==> config.mk <==
export PLATFORM = sky130hd
export DESIGN_NAME = dual_channel_voltage_slew_limiter_unit
export DESIGN_NICKNAME = d
export VERILOG_FILES = /design/src/rtl/core/dcvsl_pkg.sv /design/src/rtl/core/dual_channel_voltage_slew_limiter_unit.sv
export SDC_FILE = /design/constraint.sdc
export NUM_CORES = 1
export LEC_CHECK = 0
export BUFFER_PORTS_ARGS = -buffer_cell sky130_fd_sc_hd__buf_2
export CORE_UTILIZATION = 26
export CTS_CLUSTER_DIAMETER = 120
export DETAILED_ROUTE_END_ITERATION = 10
export SLEW_MARGIN = 0
export SYNTH_ARGS = -nofsm -noshare
export SYNTH_HDL_FRONTEND = slang
export SYNTH_SLANG_ARGS = --single-unit
==> constraint.sdc <==
create_clock -name clock -period 15.7 [get_ports clock]
set_input_delay 2.355 -clock clock [delete_from_list [all_inputs] [get_ports clock]]
set_output_delay 2.355 -clock clock [all_outputs]
set_load 0.05 [all_outputs]
==> src/rtl/core/dcvsl_pkg.sv <==
`default_nettype none

package dcvsl_pkg;

   // Field widths
   localparam int unsigned VOLT_W   = 25;
   localparam int unsigned STEP_W   = 20;
   localparam int unsigned THRESH_W = 24;
   localparam int unsigned CSR_W    = 24;

   // Drive range limit in microvolts (+-10 V)
   localparam logic signed [VOLT_W-1:0] VOLT_LIMIT     = 25'sd10000000;
   localparam logic signed [VOLT_W-1:0] VOLT_LIMIT_NEG = -25'sd10000000;

   // Register reset values
   localparam logic [STEP_W-1:0]   BASE_STEP_RESET = 20'd4000;
   localparam logic [THRESH_W-1:0] THRESH_RESET    = 24'd5100000;

   // Register indexes
   localparam logic CSR_BASE_STEP = 1'b0;
   localparam logic CSR_THRESHOLD = 1'b1;

   // Request actions; the fourth code is unused and answered with a reject
   typedef enum logic [1:0] {
      ACT_SET  = 2'd0,
      ACT_TICK = 2'd1,
      ACT_STOP = 2'd2
   } action_type;

   // Result kinds
   localparam logic KIND_ACK   = 1'b0;
   localparam logic KIND_DRIVE = 1'b1;

   // One result item
   typedef struct packed {
      logic                     kind;
      logic                     out_channel;
      logic signed [VOLT_W-1:0] drive_voltage;
      logic                     accepted;
      logic                     last;
   } rsp_type;

endpackage

`default_nettype wire

==> src/rtl/core/dual_channel_voltage_slew_limiter_unit.sv <==
// Channel | Ports                                        | Direction | Transfer when
// req     | req_valid/req_stall, action, channel, target | in        | valid & !stall
// rsp     | rsp_valid/rsp_stall, kind .. last            | out       | valid & !stall
// csr     | csr_write_enable, csr_index, csr_write_data  | in        | write_enable
//
// Each request is handled in the cycle it is taken: state updates at that edge and
// its one or two results enter a four-entry result queue.
// A set or stop yields one result, a tick yields two; the queue drains one result per
// cycle while rsp_stall is low, so sets/stops sustain one per cycle; back-to-back ticks raise req_stall.
// req_stall rises while the queue holds more than two results; rsp_stall only holds
// the queue head. Reset (synchronous) clears levels, targets and queue and reloads the registers.
`default_nettype none

module dual_channel_voltage_slew_limiter_unit (
   input  wire logic                                   clock,
   input  wire logic                                   reset,
   // request channel
   input  wire logic                                   req_valid,
   output logic                                        req_stall,
   input  wire logic [1:0]                             req_action,
   input  wire logic [1:0]                             req_channel,
   input  wire logic signed [dcvsl_pkg::VOLT_W-1:0]    req_target_voltage,
   // result channel
   output logic                                        rsp_valid,
   input  wire logic                                   rsp_stall,
   output logic                                        rsp_kind,
   output logic                                        rsp_out_channel,
   output logic signed [dcvsl_pkg::VOLT_W-1:0]         rsp_drive_voltage,
   output logic                                        rsp_accepted,
   output logic                                        rsp_last,
   // register write port
   input  wire logic                                   csr_write_enable,
   input  wire logic                                   csr_index,
   input  wire logic [dcvsl_pkg::CSR_W-1:0]            csr_write_data
);

   localparam int unsigned VW   = dcvsl_pkg::VOLT_W;
   localparam int unsigned STW  = dcvsl_pkg::STEP_W + 2;  // step after boost

   // Registers
   logic [dcvsl_pkg::STEP_W-1:0]   base_step_ff;
   logic [dcvsl_pkg::THRESH_W-1:0] threshold_ff;

   // Channel state
   logic signed [VW-1:0] actual_ff [2];
   logic signed [VW-1:0] actual_in [2];
   logic signed [VW-1:0] target_ff [2];
   logic signed [VW-1:0] target_in [2];

   // Result queue
   dcvsl_pkg::rsp_type queue_ff [4];
   logic [1:0] wr_ptr_ff, wr_ptr_in;
   logic [1:0] rd_ptr_ff, rd_ptr_in;
   logic [2:0] count_ff, count_in;

   logic                 req_xfer;
   logic                 rsp_xfer;
   logic [1:0]           push_count;
   dcvsl_pkg::rsp_type   first_rsp;
   dcvsl_pkg::rsp_type   second_rsp;

   logic [STW-1:0]       step;
   logic signed [VW:0]   act0_wide;
   logic [VW:0]          act0_mag;
   logic                 boost;
   logic                 set_ok;

   assign req_stall = (count_ff > 3'd2);
   assign req_xfer  = req_valid && !req_stall;
   assign rsp_valid = (count_ff != 3'd0);
   assign rsp_xfer  = rsp_valid && !rsp_stall;

   // Pick the step from channel 0's level before the tick
   always_comb begin
      act0_wide = {actual_ff[0][VW-1], actual_ff[0]};
      act0_mag  = act0_wide[VW] ? $unsigned(-act0_wide) : $unsigned(act0_wide);
      boost     = act0_mag > {{(VW+1-dcvsl_pkg::THRESH_W){1'b0}}, threshold_ff};
      step      = boost ? {base_step_ff, 2'b00} : {2'b00, base_step_ff};
   end

   // Check a set request
   assign set_ok = (req_channel[1] == 1'b0)
                && (req_target_voltage <= dcvsl_pkg::VOLT_LIMIT)
                && (req_target_voltage >= dcvsl_pkg::VOLT_LIMIT_NEG);

   // Decode the request, update levels and build its results
   always_comb begin
      logic signed [VW:0] a_w;
      logic signed [VW:0] diff;
      logic [VW:0]        gap;
      logic signed [VW:0] moved;
      a_w        = '0;
      diff       = '0;
      gap        = '0;
      moved      = '0;
      target_in  = target_ff;
      actual_in  = actual_ff;
      push_count = 2'd1;
      first_rsp  = '{kind: dcvsl_pkg::KIND_ACK, out_channel: 1'b0,
                     drive_voltage: '0, accepted: 1'b0, last: 1'b1};
      second_rsp = first_rsp;
      unique case (dcvsl_pkg::action_type'(req_action))
         dcvsl_pkg::ACT_SET: begin
            first_rsp.accepted = set_ok;
            if (set_ok) begin
               target_in[req_channel[0]] = req_target_voltage;
            end
         end
         dcvsl_pkg::ACT_STOP: begin
            first_rsp.accepted = 1'b1;
            target_in[0]       = '0;
         end
         dcvsl_pkg::ACT_TICK: begin
            push_count = 2'd2;
            for (int k = 0; k < 2; k++) begin
               a_w   = {actual_ff[k][VW-1], actual_ff[k]};
               diff  = a_w - {target_ff[k][VW-1], target_ff[k]};
               gap   = diff[VW] ? $unsigned(-diff) : $unsigned(diff);
               moved = diff[VW] ? a_w + $signed({{(VW+1-STW){1'b0}}, step})
                                : a_w - $signed({{(VW+1-STW){1'b0}}, step});
               if (gap > {{(VW+1-STW){1'b0}}, step}) begin
                  actual_in[k] = moved[VW-1:0];
               end else begin
                  actual_in[k] = target_ff[k];
               end
            end
            first_rsp  = '{kind: dcvsl_pkg::KIND_DRIVE, out_channel: 1'b0,
                           drive_voltage: actual_in[0], accepted: 1'b0, last: 1'b0};
            second_rsp = '{kind: dcvsl_pkg::KIND_DRIVE, out_channel: 1'b1,
                           drive_voltage: actual_in[1], accepted: 1'b0, last: 1'b1};
         end
         default: begin
            first_rsp.accepted = 1'b0;
         end
      endcase
   end

   // Advance queue pointers
   always_comb begin
      wr_ptr_in = wr_ptr_ff;
      rd_ptr_in = rd_ptr_ff;
      count_in  = count_ff;
      if (req_xfer) begin
         wr_ptr_in = wr_ptr_ff + push_count;
         count_in  = count_ff + {1'b0, push_count};
      end
      if (rsp_xfer) begin
         rd_ptr_in = rd_ptr_ff + 2'd1;
         count_in  = count_in - 3'd1;
      end
   end

   // Control state and registers
   always_ff @(posedge clock) begin
      if (reset) begin
         base_step_ff <= dcvsl_pkg::BASE_STEP_RESET;
         threshold_ff <= dcvsl_pkg::THRESH_RESET;
         actual_ff[0] <= '0;
         actual_ff[1] <= '0;
         target_ff[0] <= '0;
         target_ff[1] <= '0;
         wr_ptr_ff    <= '0;
         rd_ptr_ff    <= '0;
         count_ff     <= '0;
      end else begin
         if (csr_write_enable) begin
            case (csr_index)
               dcvsl_pkg::CSR_BASE_STEP:
                  base_step_ff <= csr_write_data[dcvsl_pkg::STEP_W-1:0];
               default:
                  threshold_ff <= csr_write_data;
            endcase
         end
         if (req_xfer) begin
            actual_ff <= actual_in;
            target_ff <= target_in;
         end
         wr_ptr_ff <= wr_ptr_in;
         rd_ptr_ff <= rd_ptr_in;
         count_ff  <= count_in;
      end
   end

   // Write results into the queue
   always_ff @(posedge clock) begin
      if (req_xfer) begin
         queue_ff[wr_ptr_ff] <= first_rsp;
         if (push_count == 2'd2) begin
            queue_ff[wr_ptr_ff + 2'd1] <= second_rsp;
         end
      end
   end

   // Present the queue head
   assign rsp_kind          = queue_ff[rd_ptr_ff].kind;
   assign rsp_out_channel   = queue_ff[rd_ptr_ff].out_channel;
   assign rsp_drive_voltage = queue_ff[rd_ptr_ff].drive_voltage;
   assign rsp_accepted      = queue_ff[rd_ptr_ff].accepted;
   assign rsp_last          = queue_ff[rd_ptr_ff].last;

endmodule

`default_nettype wire

=== After elaboration in Yosys (flattened, before gate mapping) ===
Memories as Yosys holds them, arrays and structs flattened. A register that Yosys moved wholly into a read port is not among the register bits.
Index checks and enable logic that the tools add are counted.
W data, S select, Z words.

* Logic and storage cells: 81
* Register bits after elaboration: 151
* Latch bits: 0
* Bits in writable memories: 116
* Input bits: 59
* Memories kept: 1
* Memory bits (read-only): 0
* Output and inout port bits: 31

* Multiplexer cells: 27
* Reduce and logical (&&, ||, !) cells: 15
* Eq/ne operators: 4
* Bitwise operators: 3
* Magnitude comparators: 8
* $add $sub $neg: 14
* Div/mod/pow operators: 0
* Shifts and indexed selects: 0
* $mul: 0

{| class="wikitable"
|+ Memory list
! memory !! depth !! width !! rd ports !! clocked after memory_dff !! write ports !! line !! source
|-
| queue_ff || 4 || 29 || 1 || 1 || 2 || dual_channel_voltage_slew_limiter_unit.sv:51 || <nowiki>dcvsl_pkg::rsp_type queue_ff [4];</nowiki>
|}

{| class="wikitable"
|+ Operators with widths
! kind !! count
|-
| $mux W25 || 5
|-
| $mux W26 || 3
|-
| $gt A26 B22 Y1 || 2
|-
| $neg A26 Y26 || 2
|-
| $sub A25 B25 Y26 || 2
|-
| $add A25 B23 Y25 || 2
|-
| $bwmux W50 || 1
|-
| $mux W50 || 1
|-
| $pmux W25 S2 || 1
|-
| $sub A25 B23 Y25 || 2
|-
| $mux W29 || 1
|-
| $mux W27 || 1
|-
| $gt A26 B24 Y1 || 1
|-
| $neg A25 Y26 || 1
|-
| $demux W25 S1 || 1
|-
| $ge A25 B25 Y1 const B || 1
|-
| $le A25 B25 Y1 const B || 1
|-
| $mux W22 || 1
|-
| $mux W1 || 6
|-
| $mux W2 || 3
|-
| $mux W3 || 2
|-
| $reduce_and A2 Y1 || 3
|-
| $reduce_and A3 Y1 || 2
|-
| $logic_and A1 B1 Y1 || 5
|-
| 17 further kinds || 21
|}

=== Logic depth before layout (Yosys ltp) ===
Gate-level depths: netlist (run 1).

* Depth after elaboration: 8
* Mapped depth: 39
* Gate-level depth less buffers: 37

=== Worst setup path before layout (run 1) ===
Ideal clock, no wire load.

* Path kind: register to register
* From: register actual_ff, in the netlist act0_wide[6]
* To: memory queue_ff[3][26] (netlist bit), data pin
* Stages on the path, launching flop included: 38
* Path buffers: 2
* Setup time: 0.272 ns
* Period minus slack after synthesis: 8.142 ns
* Required time: 15.428 ns
* Arrival time: 7.870 ns
* Path slack: 7.558 ns
* Cells stage by stage: dfxtp_1 > or4_1 > or3_1 > inv_1 > a31oi_1 > o31ai_1 > xnor2_1 > ha_1 > and4_1 > nand3_1 > nor3_1 > o21ai_0 > a31oi_1 > or4_1 > a21oi_1 > clkbuf_1 > clkbuf_1 > nand2_1 > (+2 left out) > a21oi_1 > nand3_1 > nand2_1 > xor2_1 > ha_1 > a21o_1 > a21oi_1 > o21ai_0 > a21o_1 > a221oi_1 > o21ai_0 > o41ai_1 > o21ai_0 > a21o_1 > a21oi_1 > xnor2_1 > mux2i_1 > o22ai_1

{| class="wikitable"
|+ RTL lines
! what !! line !! source
|-
| start, declared || dual_channel_voltage_slew_limiter_unit.sv:45 || <nowiki>logic signed [VW-1:0] actual_ff [2];</nowiki>
|-
| start signal, assigned || dual_channel_voltage_slew_limiter_unit.sv:175 || <nowiki>actual_ff <= actual_in;</nowiki>
|-
| end, declared || dual_channel_voltage_slew_limiter_unit.sv:51 ||
|}

==> results of run 1 <==
==> sequential cells by signal, indices dropped and copies added, names as in the netlist, named ones only <==
| register | cells |
|---|---|
| threshold_ff | 24 |
| actual_ff | 25 |
| rd_ptr_ff | 2 |
| queue_ff | 116 |
| wr_ptr_ff | 2 |
| base_step_ff | 20 |
| act0_wide | 25 |
| count_ff | 3 |
| target_ff | 50 |
==> critical path: cells and delay by family (launching register included) <==
family / cells / cell delay [ns]
AOI/OAI and AO/OA: 12 / 3.00
xor gates and xnor gates: 3 / 0.44
adders and majority gates: 4 / 1.00
DFF: 1 / 0.38
and+or+nand+nor: 14 / 3.02
muxes: 1 / 0.34
buffers and inverters: 2 / 0.47
==> cell families (layout without fill, tap and decap cells) <==
kind of cell	after synthesis	count (layout)	share of synthesized area, %
AND/OR/NAND/NOR	760	760	17.1
XOR/XNOR	175	175	7.33
adder cells (fa/ha/maj)	179	179	10.9
buffers and inverters	253	293	4.70
AO/OA/AOI/OAI	665	665	21.2
flip-flops	269	269	30.9
other	0	3	0
multiplexers	127	127	7.87
==> cell usage after synthesis (all sizes together), types with 7 or more instances <==
library cell,count
nor2,239
a21oi,182
o21ai,87
o41ai,9
o31ai,16
a211oi,71
nor2b,25
nor4,13
nand2b,15
mux2i,90
xor2,53
o22ai,104
ha,174
and2,12
xnor2,122
o311ai,7
mux2,8
nand3b,22
nand2,232
a21o,44
dfxtp,161
a21boi,11
o21bai,11
edfxtp,108
buf,12
o21a,27
or3,22
clkbuf,116
nand4,20
or4,9
and3,19
nand3,60
nor3,41
mux4,29
or2,13
o211ai,9
inv,124
a31oi,16
==> metal layers <==
metal / routed length [um] / vias to the layer above / part of all wire (%) / GRT usage [%]
li1: - / 8956 / - / -
met1: 32400 / 8966 / 46 / 24.2
met2: 28700 / 735 / 41 / 24.5
met3: 6580 / 99 / 9.4 / 3.29
met4: 1950 / 8 / 2.8 / 4.60
met5: 47 / - / 0.067 / 0
==> metrics by stage <==
step	util [%]	std cells
finish	29.5	3521
global route	29.5	3519
CTS	29.5	3518
detailed placement	28.3	3464
global placement	28.3	3464
floorplan	-	2428
==> layout make-up <==
cell class                      instances  share of cell area [%]
Clock buffer                           43                    3.80
Tap cell                             1050                    5.61
Clock inverter                         11                   0.481
Timing Repair Buffer                  114                    2.72
Sequential cell                       269                    27.6
Antenna cell                            3                  0.0321
Inverter                              125                    2.00
Multi-Input combinational cell       1906                    57.7
==> path summary, 6_finish.rpt <==
path	start	to	slack (ns)	depth (start not counted)
setup reg to reg	act0_wide[1]	queue_ff[0][23]	6.73	36
hold reg to reg	threshold_ff[20]	threshold_ff[20]	0.46	2
setup / recovery	act0_wide[1]	queue_ff[0][23]	6.73	36
hold / removal	threshold_ff[20]	threshold_ff[20]	0.46	2
==> power by group through the flow <==
| stage | combinational (mW) | clock [mW] | sequential, mW |
|---|---|---|---|
| 3_3_place_gp | 4.05 | 0 | 0.913 |
| 4_1_cts | 4.09 | 0.736 | 0.900 |
| 3_5_place_dp | 4.07 | 0 | 0.915 |
| 6_report | 4.17 | 0.727 | 0.902 |
| 5_1_grt | 4.51 | 0.762 | 0.911 |
| 2_1_floorplan | 3.02 | 0 | 0.875 |
==> PnR_summary.wiki, run 1 <==
{| class="wikitable"
! Metric !! Value
|-
| Critical Path Source Type || register
|-
| Critical path data required time || 16.00 ns
|-
| Worst slack at placement || 6.95 ns
|-
| Clock latency on the worst-skew pair || 0.61 ns
|-
| Critical-path maximum fanout || 37
|-
| Worst-case vdd ir drop || 0.000118 V
|-
| Async set-reset flop share out of synthesis || 0%
|-
| Buffers added on ports || 89
|-
| Library cell with the largest summed area after synthesis || sky130_fd_sc_hd__edfxtp_1
|-
| TritonCTS clock tree || built
|-
| Fin Setup TNS || 0 ns
|-
| Total clock buffers created by CTS || 29
|-
| DRC Markers || 0
|-
| Transition time of the tightest slew-check pin || 1.02 ns
|-
| Largest net degree at the start of global routing || 82
|-
| Most frequent CP cell || sky130_fd_sc_hd__ha_1
|-
| Placed wire-length estimate after detailed placement || 52.5 mm
|-
| Total of hold buffers inserted after clock tree synthesis || 0
|-
| Leading cell type in the layout, fill and taps excluded || sky130_fd_sc_hd__nor2_1
|-
| Area of all placed cells without fillers || 23,400 um^2
|-
| Final Setup Violations || 0
|-
| Leading post-synthesis cells by cell area || sky130_fd_sc_hd__edfxtp_1 16%, sky130_fd_sc_hd__dfxtp_1 15%, sky130_fd_sc_hd__ha_1 10%
|-
| Chip Height || 286 um
|-
| Area of the multi-input gates || 13,500 um^2
|-
| Final period util || 57.1%
|-
| Routed wire length per instance || 19.8 um
|-
| Net count of the finished layout || 2,683
|-
| Distinct cell type count after synthesis || 89
|-
| Slowest cell on the critical path || sky130_fd_sc_hd__o41ai_1
|-
| Number of global-route vias before repair || 17,658
|-
| Final estimated routing congestion in global placement || 0.934
|-
| Clock H-tree levels || 1
|-
| Area fraction of the dominant cell type after synthesis || 15.5%
|-
| Std-Cell Core Area || 79,300 um^2
|-
| Sequential Power Share || 15.6%
|-
| Number of clock sinks seen by CTS || 269
|-
| Cell area reported after detailed placement || 22,400 um^2
|-
| Leading register cell type out of synthesis || sky130_fd_sc_hd__dfxtp_1
|-
| Antenna Violating Nets Remaining || 0
|-
| Fin. Hold Viols || 0
|-
| Vias after detailed routing || 18,764
|-
| Overflow left after global routing || 0
|-
| Switching portion of total power || 52.9%
|-
| Kind of critical path || reg -> reg
|-
| Number of placed I/O pins || 90
|-
| RSZ-0062 raised after global routing || false
|-
| Count of warnings emitted by yosys || 0
|-
| Via count normalized by instance count || 5.33
|-
| Worst Setup End Kind || register
|-
| Maximum buffer depth of the clock tree || 3
|-
| Peak per-stage delay on the critical path || 0.74 ns
|-
| Number of fillers in the final layout || 8,351
|-
| Horizontal extent of the die || 286 um
|-
| Share of total power in combinational logic || 71.9%
|-
| Cells after Synth || 2,428
|-
| Signal arrival time at the worst endpoint || 9.27 ns
|-
| Number of enable-type register cells in the synthesized netlist || 108
|-
| Count of buffers added by post-CTS timing repair for setup || 0
|-
| Post-synthesis area per instance || 8.61 um^2
|-
| Reported net switching power || 3.07 mW
|-
| Register area || 6470 um^2
|-
| Initial detailed-routing violation count || 1,806
|-
| Run status || complete, no violations
|-
| Final Power || 5.80 mW
|-
| Worst-case clock skew || 0.0292 ns
|-
| Commonest cells after routing, fill and taps aside || 235 x sky130_fd_sc_hd__nor2_1, 232 x sky130_fd_sc_hd__nand2_1, 178 x sky130_fd_sc_hd__a21oi_1
|-
| WHS || 0.456 ns
|-
| Clock edge transition at the registers on the reported setup and hold paths || 0.07 ns
|-
| Initial standard-cell utilization of the core || 26.4%
|-
| Seq cells post-synth || 269
|-
| Initial antenna violation count || 6
|-
| Final min period || 8.97 ns
|-
| Hold Path Class || reg -> reg
|-
| Ratio of cells with drive above 1 in the final layout || 10.7%
|-
| Gr usage total || 16.6%
|-
| Post-cts resize count || 0
|-
| Die ar. || 81,500 um^2
|-
| Post-synthesis instance area || 20,900 um^2
|-
| Clock network power share || 12.5%
|-
| Final WL || 69.8 mm
|-
| Root buffer cell || sky130_fd_sc_hd__clkbuf_16
|-
| Max Freq || 0.112 GHz
|-
| Max-cap check violation count || 0
|-
| Sequential element share of the synthesized area || 30.9%
|-
| Syn nets || 2,666
|-
| Global-route wire length before repair || 106 mm
|-
| Growth of design area from synthesis to finish || 12.0%
|-
| Rel. slew slack || 30.2%
|-
| Setup ws final || 6.73 ns
|-
| Pwr per Cell Area || 248 nW/um^2
|-
| Leak || 9.28 nW
|-
| Int Pwr || 2.73 mW
|-
| Total iterations of the first detailed-routing run || 5
|-
| Site Rows || 103
|-
| Number of slew-limit violations in the final report || 0
|}
Power figures use the tool's default switching activity.
==> run 2: changes to the inputs <==
==> constraint.sdc (replaced) <==
create_clock -name clock -period 8.3 [get_ports clock]
set_input_delay 1.245 -clock clock [delete_from_list [all_inputs] [get_ports clock]]
set_output_delay 1.245 -clock clock [all_outputs]
set_load 0.05 [all_outputs]
==> run 2 against run 1 <==
Flip-flop and latch count unchanged. Non-clock buffer count increased by 58. Global-route usage increased by 0.82 points. Clock skew increased by 0.011 ns. Setup slack got worse by 6.3 ns. Register-to-register slack got worse by 6.3 ns. Critical path type unchanged. Critical endpoint is now queue_ff[2][7]. Largest cell class unchanged.
==> PnR_summary.wiki, run 2 (same netlist as run 1, synthesis figures left out) <==
{| class="wikitable"
! Metric !! Value
|-
| Initial antenna violation count || 1 (was 6)
|-
| Transition time of the tightest slew-check pin || 1.16 ns (was 1.02 ns)
|-
| Non-filler instance count after layout || 3,576 (was 3,521)
|-
| Cell depth of the worst min-delay path || 2 (unchanged)
|-
| Site Rows || 103 (unchanged)
|-
| Critical Path Source Type || register (unchanged)
|-
| Final WL || 73.5 mm (was 69.8 mm)
|-
| Growth of design area from synthesis to finish || 15.1% (was 12.0%)
|-
| Worst Setup End Kind || register (unchanged)
|-
| Routed length on met1 || 33.7 mm (was 32.4 mm)
|-
| Std-Cell Core Area || 79,300 um^2 (unchanged)
|-
| Maximum buffer depth of the clock tree || 3 (unchanged)
|-
| Vias after detailed routing || 19,086 (was 18,764)
|-
| Worst reg2reg path depth || 34 (was 36)
|-
| Placed wire-length estimate after detailed placement || 56.4 mm (was 52.5 mm)
|-
| Fin. Hold Viols || 0 (unchanged)
|-
| Final period util || 95.0% (was 57.1%)
|-
| Total clock buffers created by CTS || 29 (unchanged)
|-
| Ratio of cells with drive above 1 in the final layout || 14.1% (was 10.7%)
|-
| Routed wire length per instance || 20.6 um (was 19.8 um)
|-
| Largest regs || queue_ff (116), target_ff (50) (unchanged)
|-
| Final min period || 7.89 ns (was 8.97 ns)
|-
| Number of inserted diodes || 0 (was 3)
|-
| Hold Path Class || reg -> reg (unchanged)
|-
| Most frequent CP cell || sky130_fd_sc_hd__o21a_1 (was sky130_fd_sc_hd__ha_1)
|-
| Post-route core utilization || 30.3% (was 29.5%)
|-
| Leak || 9.51 nW (was 9.28 nW)
|-
| Antenna Violating Nets Remaining || 0 (unchanged)
|-
| Net count of the finished layout || 2,741 (was 2,683)
|-
| Chip Height || 286 um (unchanged)
|-
| Die ar. || 81,500 um^2 (unchanged)
|-
| Pwr per Cell Area || 485 nW/um^2 (was 248 nW/um^2)
|-
| Fin Setup TNS || 0 ns (unchanged)
|-
| Area of all placed cells without fillers || 24,000 um^2 (was 23,400 um^2)
|-
| Critical-path maximum fanout || 28 (was 37)
|-
| Via count normalized by instance count || 5.34 (was 5.33)
|-
| Horizontal extent of the die || 286 um (unchanged)
|-
| Worst-case vdd ir drop || 0.000240 V (was 0.000118 V)
|-
| Rel. slew slack || 22.4% (was 30.2%)
|-
| Gr usage total || 17.4% (was 16.6%)
|-
| Kind of critical path || reg -> reg (unchanged)
|-
| Number of fillers in the final layout || 8,378 (was 8,351)
|-
| Number of global-route vias before repair || 17,640 (was 17,658)
|-
| TritonCTS clock tree || built (unchanged)
|-
| Final estimated routing congestion in global placement || 0.977 (was 0.934)
|-
| Number of clock sinks seen by CTS || 269 (unchanged)
|-
| Clock latency on the worst-skew pair || 0.59 ns (was 0.61 ns)
|-
| Overflow left after global routing || 0 (unchanged)
|-
| Critical path data required time || 8.59 ns (was 16.00 ns)
|-
| Peak per-stage delay on the critical path || 0.59 ns (was 0.74 ns)
|-
| Run status || complete, no violations (unchanged)
|-
| Flip-flop count of the largest register after layout || 116 (unchanged)
|-
| WHS || 0.457 ns (was 0.456 ns)
|-
| Total length of routed met2 wires || 31.4 mm (was 28.7 mm)
|-
| Final Setup Violations || 0 (unchanged)
|-
| Uppermost layer routed || met5 (unchanged)
|-
| Max-cap check violation count || 0 (unchanged)
|-
| Commonest cells after routing, fill and taps aside || 235 x sky130_fd_sc_hd__nor2_1, 232 x sky130_fd_sc_hd__nand2_1, 177 x sky130_fd_sc_hd__a21oi_1 (was 235 x sky130_fd_sc_hd__nor2_1, 232 x sky130_fd_sc_hd__nand2_1, 178 x sky130_fd_sc_hd__a21oi_1)
|-
| Worst-case clock skew || 0.0404 ns (was 0.0292 ns)
|-
| Number of placed I/O pins || 90 (unchanged)
|-
| Routed wire length on met3 || 6.66 mm (was 6.58 mm)
|-
| Slowest cell on the critical path || sky130_fd_sc_hd__or4_1 (was sky130_fd_sc_hd__o41ai_1)
|-
| Clock edge transition at the registers on the reported setup and hold paths || 0.06 ns (was 0.07 ns)
|-
| Initial detailed-routing violation count || 2,185 (was 1,806)
|-
| Total iterations of the first detailed-routing run || 5 (unchanged)
|-
| Leading cell type in the layout, fill and taps excluded || sky130_fd_sc_hd__nor2_1 (unchanged)
|-
| Clock H-tree levels || 1 (unchanged)
|-
| Dpl cells || 3,519 (was 3,464)
|-
| Largest net degree at the start of global routing || 97 (was 82)
|-
| Buffers added on ports || 89 (unchanged)
|-
| Most flop-heavy register || queue_ff (unchanged)
|-
| Initial standard-cell utilization of the core || 26.4% (unchanged)
|-
| Signal arrival time at the worst endpoint || 8.18 ns (was 9.27 ns)
|-
| Global-route wire length before repair || 110 mm (was 106 mm)
|-
| DRC Markers || 0 (unchanged)
|-
| Total of hold buffers inserted after clock tree synthesis || 0 (unchanged)
|-
| Cell area reported after detailed placement || 22,800 um^2 (was 22,400 um^2)
|-
| Number of slew-limit violations in the final report || 0 (unchanged)
|-
| Root buffer cell || sky130_fd_sc_hd__clkbuf_16 (unchanged)
|-
| Max Freq || 0.127 GHz (was 0.112 GHz)
|}
run 2: what timing repair did:
| action | in CTS | in global routing |
|---|---|---|
| endpoints found under the setup margin | 5 | 135 |
| pin swaps | 0 | 3 |
| resized for setup | 1 | 42 |
| endpoints found under the hold margin | 0 | 0 |
| buffers inserted | 0 | 3 |
run 2: critical path: cells and delay by family, from the launching register on:
kind | cells | cell delay (ns)
AO/OA/AOI/OAI | 16 | 3.07
XOR/XNOR | 1 | 0.17
adder cells (fa/ha/maj) | 3 | 0.67
buffers and inverters | 4 | 0.88
flip-flops | 1 | 0.38
multiplexers | 1 | 0.52
AND/OR/NAND/NOR | 9 | 1.86
run 2: power breakdown:
group / internal [mW] / leakage, nW / total, mW / switching, mW
Clock: 0.836 / 0.507 / 1.41 / 0.577
Combinational: 3.21 / 6.69 / 8.58 / 5.37
Sequential: 1.56 / 2.32 / 1.66 / 0.103
run 2: layout make-up:
class	count	area, um^2	share of cell area, %
clock buffer	41	841	3.50
clock inverter	13	196	0.817
sequential	269	6470	26.9
inverter	125	469	1.95
tap	1050	1310	5.46
multi-input combinational	1906	13700	56.9
timing repair buffer	172	1080	4.49
run 2: final timing paths:
check	from	end	slack (ns)
setup / recovery	act0_wide[1]	queue_ff[2][7]	0.41
hold / removal	threshold_ff[4]	threshold_ff[4]	0.46
setup reg to reg	act0_wide[1]	queue_ff[2][7]	0.41
hold reg to reg	threshold_ff[4]	threshold_ff[4]	0.46
run 2: per-stage QoR:
step	setup WS, ns	power [mW]
detailed placement	-0.134	9.88
finish	0.414	11.7
global route	-0.0227	12.4
floorplan	0.158	7.38
global placement	-0.0643	9.84
CTS	0.0211	11.3
run 2: per-layer routing:
metal | GRT usage (%) | up-vias
li1 | - | 9055
met1 | 25.4 | 9130
met2 | 26.5 | 803
met3 | 2.96 | 96
met4 | 3.85 | 2
met5 | 0 | -
